**src/rtl/rdsc_pkg.sv**
```systemverilog
// shared types, constants and helpers of the radix digit string converter
// no dependencies; imported by rdsc_div, the top level and the testbench
package rdsc_pkg;

  // sizing
  localparam int MAX_RADIX   = 16;
  localparam int VALUE_BITS  = 64;
  localparam int NUM_SYMS    = 16;
  localparam int RADIX_W     = 5;
  localparam int DIGIT_W     = (MAX_RADIX > 2) ? $clog2(MAX_RADIX) : 1;
  localparam int SYM_IDX_W   = 4;

  // digit buffer: one entry per possible digit (radix two worst case)
  localparam int DIG_DEPTH   = VALUE_BITS;
  localparam int DIG_ADDR_W  = $clog2(DIG_DEPTH);

  // divider: quotient bits produced per cycle
  localparam int DIV_BPC     = 8;
  localparam int DIV_CYCLES  = (VALUE_BITS + DIV_BPC - 1) / DIV_BPC;
  localparam int DIV_W       = DIV_CYCLES * DIV_BPC;
  localparam int DIV_CNT_W   = (DIV_CYCLES > 1) ? $clog2(DIV_CYCLES) : 1;

  // forbidden symbols
  localparam logic [7:0] CH_PLUS  = 8'h2B;
  localparam logic [7:0] CH_MINUS = 8'h2D;

  // configuration register indexes
  localparam logic [1:0] CFG_IDX_RADIX    = 2'd0;
  localparam logic [1:0] CFG_IDX_SYMS_LOW = 2'd1;
  localparam logic [1:0] CFG_IDX_SYMS_HI  = 2'd2;

  typedef enum logic [2:0] {
    ST_IDLE,
    ST_CHECK,
    ST_DIV,
    ST_EMIT,
    ST_ERR
  } rdsc_state_t;

  // divider status back to the sequencer
  typedef struct packed {
    logic                 done;
    logic [DIV_W-1:0]     quot;
    logic [DIGIT_W-1:0]   rem;
  } rdsc_div_res_t;

endpackage

```
**src/rtl/rdsc_ram.sv**
```systemverilog
// generic single-port-write, single-port-read ram with registered read
// no dependencies
module rdsc_ram #(
  parameter int WIDTH = 8,
  parameter int DEPTH = 64
) (
  input  logic                     clk,
  input  logic                     we,
  input  logic [$clog2(DEPTH)-1:0] waddr,
  input  logic [WIDTH-1:0]         wdata,
  input  logic [$clog2(DEPTH)-1:0] raddr,
  output logic [WIDTH-1:0]         rdata
);

  logic [WIDTH-1:0] mem [DEPTH];
  logic [WIDTH-1:0] rdata_r;

  // write port and registered read port
  always_ff @(posedge clk) begin
    if (we) begin
      mem[waddr] <= wdata;
    end
    rdata_r <= mem[raddr];
  end

  assign rdata = rdata_r;

endmodule

```
**src/rtl/rdsc_div.sv**
```systemverilog
// iterative divider of the working value by the radix, DIV_BPC bits a cycle
// depends on rdsc_pkg
module rdsc_div (
  input  logic                            clk,
  input  logic                            rst_n,
  input  logic                            start,
  input  logic [rdsc_pkg::DIV_W-1:0]      dividend,
  input  logic [rdsc_pkg::RADIX_W-1:0]    radix,
  output rdsc_pkg::rdsc_div_res_t         res
);
  import rdsc_pkg::*;

  logic [DIV_W-1:0]     sh_r, sh_nxt;
  logic [DIGIT_W-1:0]   rem_r, rem_nxt;
  logic [DIV_CNT_W-1:0] cnt_r;
  logic                 run_r;
  logic                 done_r;

  // restoring long division over DIV_BPC bits; remainder stays below radix
  always_comb begin
    logic [RADIX_W-1:0] t;
    logic [DIGIT_W-1:0] rem;
    logic [DIV_W-1:0]   sh;
    rem = rem_r;
    sh  = sh_r;
    for (int k = 0; k < DIV_BPC; k++) begin
      t  = RADIX_W'({rem, sh[DIV_W-1]});
      sh = {sh[DIV_W-2:0], 1'b0};
      if (t >= radix) begin
        rem   = DIGIT_W'(t - radix);
        sh[0] = 1'b1;
      end else begin
        rem = DIGIT_W'(t);
      end
    end
    sh_nxt  = sh;
    rem_nxt = rem;
  end

  // control: load on start, run DIV_CYCLES steps, pulse done
  always_ff @(posedge clk) begin
    if (!rst_n) begin
      run_r  <= 1'b0;
      done_r <= 1'b0;
      cnt_r  <= '0;
    end else begin
      done_r <= 1'b0;
      if (start) begin
        run_r <= 1'b1;
        cnt_r <= '0;
      end else if (run_r) begin
        cnt_r <= cnt_r + 1'b1;
        if (cnt_r == DIV_CNT_W'(DIV_CYCLES - 1)) begin
          run_r  <= 1'b0;
          done_r <= 1'b1;
        end
      end
    end
  end

  // datapath registers
  always_ff @(posedge clk) begin
    if (start) begin
      sh_r  <= dividend;
      rem_r <= '0;
    end else if (run_r) begin
      sh_r  <= sh_nxt;
      rem_r <= rem_nxt;
    end
  end

  assign res.done = done_r;
  assign res.quot = sh_r;
  assign res.rem  = rem_r;

endmodule

```
**src/rtl/radix_digit_string_converter.sv**
```systemverilog
// top level of the radix digit string converter: config registers, sequencer,
// alphabet check, digit buffer; depends on rdsc_pkg, rdsc_div, rdsc_ram
//
// A transaction starts when start is high and busy is low. The alphabet is
// checked first, one symbol a cycle. An invalid alphabet gives
// a single result with out_bad_alphabet set. Otherwise the value is divided
// by the radix repeatedly in the shared divider, the remainders go into a
// 64-entry digit buffer, and the digits are then read back most significant
// first, one result per cycle, out_last_digit marking the final one.
// Results appear for one cycle on out_strobe and cannot be stalled. busy
// stays high until the last result has been shown. Configuration writes
// are always accepted (cfg_ready is tied high) and must be made while busy
// is low.
module radix_digit_string_converter (
  input  logic        clk,
  input  logic        rst_n,
  input  logic        start,
  output logic        busy,
  input  logic [63:0] in_value,
  output logic        out_strobe,
  output logic [7:0]  out_digit_char,
  output logic        out_last_digit,
  output logic        out_bad_alphabet,
  input  logic        cfg_valid,
  output logic        cfg_ready,
  input  logic [1:0]  cfg_index,
  input  logic [63:0] cfg_data
);
  import rdsc_pkg::*;

  rdsc_state_t state_r, state_nxt;

  logic [RADIX_W-1:0]    radix_r;
  logic [63:0]           syms_low_r;
  logic [63:0]           syms_high_r;
  logic [7:0]            sym [NUM_SYMS];

  logic [DIV_W-1:0]      cur_r, cur_nxt;
  logic [RADIX_W-1:0]    chk_idx_r, chk_idx_nxt;
  logic [DIG_ADDR_W-1:0] n_r, n_nxt;
  logic [DIG_ADDR_W-1:0] rd_ptr_r, rd_ptr_nxt;
  logic                  pend_r, pend_nxt;
  logic                  pend_last_r, pend_last_nxt;

  logic                  sym_bad;
  logic                  div_start;
  logic [DIV_W-1:0]      div_dividend;
  rdsc_div_res_t         div_res;
  logic                  ram_we;
  logic [DIGIT_W-1:0]    ram_rdata;

  // configuration registers
  assign cfg_ready = 1'b1;

  always_ff @(posedge clk) begin
    if (!rst_n) begin
      radix_r     <= '0;
      syms_low_r  <= '0;
      syms_high_r <= '0;
    end else if (cfg_valid && cfg_ready) begin
      case (cfg_index)
        CFG_IDX_RADIX:    radix_r     <= cfg_data[RADIX_W-1:0];
        CFG_IDX_SYMS_LOW: syms_low_r  <= cfg_data;
        CFG_IDX_SYMS_HI:  syms_high_r <= cfg_data;
        default:          ;
      endcase
    end
  end

  // symbol table view
  always_comb begin
    for (int i = 0; i < NUM_SYMS; i++) begin
      if (i < 8) begin
        sym[i] = syms_low_r[i*8 +: 8];
      end else begin
        sym[i] = syms_high_r[(i-8)*8 +: 8];
      end
    end
  end

  // alphabet check of one symbol: a sign character, or equal to a later symbol in use
  always_comb begin
    logic [7:0] a;
    a       = sym[chk_idx_r[SYM_IDX_W-1:0]];
    sym_bad = (a == CH_PLUS) || (a == CH_MINUS);
    for (int j = 0; j < NUM_SYMS; j++) begin
      if ((RADIX_W'(j) > chk_idx_r) && (RADIX_W'(j) < radix_r) && (sym[j] == a)) begin
        sym_bad = 1'b1;
      end
    end
  end

  // shared divider
  rdsc_div u_div (
    .clk      (clk),
    .rst_n    (rst_n),
    .start    (div_start),
    .dividend (div_dividend),
    .radix    (radix_r),
    .res      (div_res)
  );

  // digit buffer
  assign ram_we = (state_r == ST_DIV) && div_res.done;

  rdsc_ram #(
    .WIDTH (DIGIT_W),
    .DEPTH (DIG_DEPTH)
  ) u_dig_ram (
    .clk   (clk),
    .we    (ram_we),
    .waddr (n_r),
    .wdata (div_res.rem),
    .raddr (rd_ptr_r),
    .rdata (ram_rdata)
  );

  // sequencer next state and datapath control
  always_comb begin
    state_nxt     = state_r;
    cur_nxt       = cur_r;
    chk_idx_nxt   = chk_idx_r;
    n_nxt         = n_r;
    rd_ptr_nxt    = rd_ptr_r;
    pend_nxt      = 1'b0;
    pend_last_nxt = pend_last_r;
    div_start     = 1'b0;
    div_dividend  = cur_r;
    case (state_r)
      ST_IDLE: begin
        if (start && !busy) begin
          cur_nxt     = DIV_W'(in_value[VALUE_BITS-1:0]);
          chk_idx_nxt = '0;
          n_nxt       = '0;
          if ((radix_r < RADIX_W'(2)) || (radix_r > RADIX_W'(MAX_RADIX))) begin
            state_nxt = ST_ERR;
          end else begin
            state_nxt = ST_CHECK;
          end
        end
      end
      ST_CHECK: begin
        if (sym_bad) begin
          state_nxt = ST_ERR;
        end else if (chk_idx_r == radix_r - 1'b1) begin
          div_start = 1'b1;
          state_nxt = ST_DIV;
        end else begin
          chk_idx_nxt = chk_idx_r + 1'b1;
        end
      end
      ST_DIV: begin
        if (div_res.done) begin
          n_nxt = n_r + 1'b1;
          if ((div_res.quot == '0) || (n_r == DIG_ADDR_W'(DIG_DEPTH - 1))) begin
            rd_ptr_nxt = n_r;
            state_nxt  = ST_EMIT;
          end else begin
            cur_nxt      = div_res.quot;
            div_dividend = div_res.quot;
            div_start    = 1'b1;
          end
        end
      end
      ST_EMIT: begin
        pend_nxt      = 1'b1;
        pend_last_nxt = (rd_ptr_r == '0);
        if (rd_ptr_r == '0) begin
          state_nxt = ST_IDLE;
        end else begin
          rd_ptr_nxt = rd_ptr_r - 1'b1;
        end
      end
      ST_ERR: begin
        state_nxt = ST_IDLE;
      end
      default: begin
        state_nxt = ST_IDLE;
      end
    endcase
  end

  // state and control registers
  always_ff @(posedge clk) begin
    if (!rst_n) begin
      state_r <= ST_IDLE;
      pend_r  <= 1'b0;
    end else begin
      state_r <= state_nxt;
      pend_r  <= pend_nxt;
    end
  end

  // working registers
  always_ff @(posedge clk) begin
    cur_r       <= cur_nxt;
    chk_idx_r   <= chk_idx_nxt;
    n_r         <= n_nxt;
    rd_ptr_r    <= rd_ptr_nxt;
    pend_last_r <= pend_last_nxt;
  end

  // result ports: digit read in the cycle after its buffer address, or the error
  assign busy             = (state_r != ST_IDLE) || pend_r;
  assign out_strobe       = pend_r || (state_r == ST_ERR);
  assign out_bad_alphabet = (state_r == ST_ERR);
  assign out_last_digit   = (state_r == ST_ERR) || pend_last_r;
  assign out_digit_char   = pend_r ? sym[SYM_IDX_W'(ram_rdata)] : 8'h00;

endmodule

```
**config.mk**
```make
export PLATFORM = sky130hd
export DESIGN_NAME = radix_digit_string_converter
export DESIGN_NICKNAME = d
export VERILOG_FILES = /design/src/rtl/rdsc_pkg.sv /design/src/rtl/rdsc_ram.sv /design/src/rtl/rdsc_div.sv /design/src/rtl/radix_digit_string_converter.sv
export SDC_FILE = /design/constraint.sdc
export NUM_CORES = 1
export LEC_CHECK = 0
export BUFFER_PORTS_ARGS = -buffer_cell sky130_fd_sc_hd__buf_2
export CAP_MARGIN = 40
export CORE_UTILIZATION = 42
export CTS_CLUSTER_DIAMETER = 40
export DETAILED_ROUTE_END_ITERATION = 7
export GPL_TIMING_DRIVEN = 0
export PLACE_DENSITY = 0.58
export SLEW_MARGIN = 20
export SYNTH_ARGS = -nofsm -noshare
export SYNTH_HDL_FRONTEND = slang
export SYNTH_SLANG_ARGS = --single-unit
export TNS_END_PERCENT = 1
```
**constraint.sdc**
```tcl
create_clock -name clk -period 12.7 [get_ports clk]
set_clock_uncertainty 0.05 [all_clocks]
set_input_delay 1.27 -clock clk [delete_from_list [all_inputs] [get_ports clk]]
set_output_delay 1.27 -clock clk [all_outputs]
set_load 0.02 [all_outputs]
```
==> metrics <==
# fillers=6281; Final Wtd Congestion=0.975; total gr overflow=0; clock buffer count from CTS=88; actual slew at the worst max-slew pin=1.02 ns; fmax=83.8 MHz; syn avg cell area=11.2 um2; Cells after DPL=3789; global-route wire length before repair=153000 um; period utilization=0.940; post-route cell area=0.0356 mm2; Power Total=13.2 mW; post-synthesis async set-or-reset flop share=0; die area=0.0723 mm2; Max IR drop VDD=1510 uV; final setup vio count=0; register area share after synthesis=0.504; Initial DRC Count=2615; clock-pin slew on the worst setup and hold paths=0.05 ns; port bufs=145; core area=0.0703 mm2; CP required=13.14 ns; CTS tree=yes; M3 GR Usage=0.0665; Placed Area=0.0321 mm2; PD cells=370 mW/mm2; die height=269 um; Crit Path Category=flip-flop to flip-flop; grt met2 use=0.445; Worst Path Arrival=12.37 ns; Synth-to-Final Area Change=18.9%; post-synthesis instance total=2682; Hold Vio Cnt, Final=0; worst skew pair latency=0.63 ns; CTS Buffer Depth=3; Max-cap violations=0; cell area after synthesis=0.0299 mm2; Root Buffer=clkbuf_16; status=finished, final reports clean; Syn Nets=2874; Hold/Removal Path Class=flip-flop to flip-flop; detailed placement HPWL=76100 um; Most common cell on crit path=nand2b_1; predominant post-synthesis flop cell=edfxtp_1; Die Span X=269 um; max_slew headroom=0.308; Hold Crit Depth=2; Tmin final=11.93 ns; CP startpoint kind=flip-flop; num rows=97; Fin Setup TNS=0 ns; final WL=104000 um; IO Pins=147; Starting Density=0.426; P_leak=12.3 nW; DRT Pass-1 Iters=5; share of layout cells above drive strength 1=0.205; initial antenna violation count=6; met1 usage=0.389; max-slew violation count=0; Worst setup EP type=flip-flop; Worst Path Max Fanout=7; Sink Count=552; H-tree Lvls=3; R2R cell count=68; Yosys cell types=88; most crowded layer after global routing=met2; Synth Register Bits=552; largest net degree at the start of global routing=67; final non-filler cell total=3977; yosys warns=0; drt drc=0; GRT Overall Usage=0.287; Worst path max stage delay=0.38 ns; via count of the first global-routing pass=23881; Post-synth EDFFs=402; via count=24207; WL per Instance=26.1 um; n_diodes=0; Routed Antenna Nets=0; via/cell ratio=6.09; Final #Nets=3156; Critical-path top delay cell=dfxtp_4
[cell usage in the layout (no fill, tap or decap), drive strengths merged, types with 60 or more instances in the layout]
master  netlist  routed
clkbuf      139     233
nand2       370     370
edfxtp      402     402
buf          87     283
dfxtp       150     150
nand4        90      90
mux2i       137     137
or3          60      60
o31ai        65      65
o21ai       162     162
nor2        175     175
a31oi        69      69
mux4        125     125
a21oi       156     156
[stage by stage]
step,setup WS (ns),util,hold slack [ns]
final,0.765,0.506,0.447
after global routing,-0.0790,0.506,0.444
after CTS,0.134,0.503,0.439
after detailed placement,-1.89,0.457,0.431
after global placement,-1.99,0.453,0.430
after floorplan,0.0940,-,0.392
[cells by family after synthesis]
family | after synthesis | synth area share
AND/OR/NAND/NOR | 899 | 0.146
buffers and inverters | 266 | 0.0416
AO/OA/AOI/OAI | 560 | 0.116
multiplexers | 281 | 0.147
XOR/XNOR | 65 | 0.0190
other | 1 | 0.000125
adder cells (fa/ha/maj) | 58 | 0.0263
flip-flops | 552 | 0.504
[cell usage after synthesis, types with 8 or more instances]
cell | n | area, um2
nor4_1 | 34 | 213
xnor2_1 | 27 | 236
buf_6 | 20 | 225
o21a_1 | 11 | 82.6
nand4_1 | 90 | 563
a21boi_0 | 9 | 67.6
nor2_1 | 171 | 642
nor2b_1 | 18 | 113
clkbuf_1 | 137 | 514
nor3b_1 | 11 | 82.6
mux2_2 | 17 | 191
mux4_2 | 124 | 2790
nand3_1 | 21 | 105
mux2i_1 | 137 | 1370
o31ai_1 | 57 | 428
fa_1 | 8 | 160
nor4_2 | 9 | 113
nand2b_1 | 17 | 106
nand2_1 | 368 | 1380
a21o_1 | 9 | 67.6
o221ai_1 | 8 | 70.1
edfxtp_1 | 402 | 12100
inv_1 | 38 | 143
o21ai_0 | 157 | 786
buf_1 | 28 | 105
buf_4 | 10 | 75.1
and3_1 | 14 | 87.6
dfxtp_1 | 150 | 3000
o22ai_1 | 9 | 56.3
xor2_1 | 38 | 333
a22oi_1 | 16 | 120
a31oi_1 | 69 | 432
a21oi_1 | 156 | 781
ha_1 | 50 | 626
buf_2 | 28 | 140
and2_1 | 15 | 93.8
nor3_1 | 29 | 145
o31ai_2 | 8 | 100
or3_1 | 60 | 375
[path summary, 6_finish.rpt]
kind                      start        endpoint  slack [ns]
setup reg to reg     radix_r[1]  u_div.rem_r[1]        0.77
setup / recovery     radix_r[1]  u_div.rem_r[1]        0.77
hold / removal    syms_low_r[6]   syms_low_r[6]        0.45
hold reg to reg   syms_low_r[6]   syms_low_r[6]        0.45
[flip-flops by register name, indices dropped and copies added (netlist names)]
| signal | count |
|---|---|
| syms_low_r | 64 |
| u_div.sh_r | 64 |
| u_div.run_r | 1 |
| u_dig_ram.rdata | 4 |
| u_div.rem_r | 4 |
| radix_r | 5 |
| cur_r | 64 |
| u_div.cnt_r | 3 |
| u_dig_ram.mem | 256 |
| rd_ptr_r | 6 |
| pend_r | 1 |
| u_div.done_r | 1 |
| pend_last_r | 1 |
| syms_high_r | 64 |
| chk_idx_r | 5 |
| state_r | 3 |
| n_r | 6 |
[power breakdown]
part	leakage [nW]	internal [mW]	switching, mW
Clock	1.47	1.53	0.918
Sequential	4.92	2.22	0.120
Combinational	5.93	4.29	4.10
Total	12.3	8.04	5.13
[worst max-delay path: cells and delay by family, from the launching register on]
family | cells | cell delay [ns]
muxes | 8 | 2.29
and+or+nand+nor | 19 | 2.36
DFF | 1 | 0.38
adders and majority gates | 8 | 1.95
buffers and inverters | 6 | 0.40
AOI/OAI and AO/OA | 27 | 4.33
[timing repair]
| item | in CTS | in global routing |
|---|---|---|
| buffers inserted | 11 | 17 |
| hold endpoints to repair | 0 | 0 |
| hold buffers | 0 | 0 |
| pin swaps | 0 | 8 |
| setup endpoints to repair | 6 | 5 |
| resized for setup | 13 | 25 |
[routing by layer]
metal | up-vias | part of all wire
met4 | 12 | 0.039
met2 | 1181 | 0.45
li1 | 10748 | -
met3 | 232 | 0.092
met5 | - | 0.00071
met1 | 12034 | 0.42
[layout make-up]
class | count | area, um2 | area share
buffer | 219 | 1070 | 0.0301
clock buffer | 99 | 2300 | 0.0646
clock inverter | 64 | 744 | 0.0209
inverter | 40 | 166 | 0.00468
multi-input combinational | 1864 | 13700 | 0.385
sequential | 552 | 15100 | 0.424
tap | 940 | 1180 | 0.0331
timing repair buffer | 199 | 1330 | 0.0374
(Power assumes the default switching activity.)
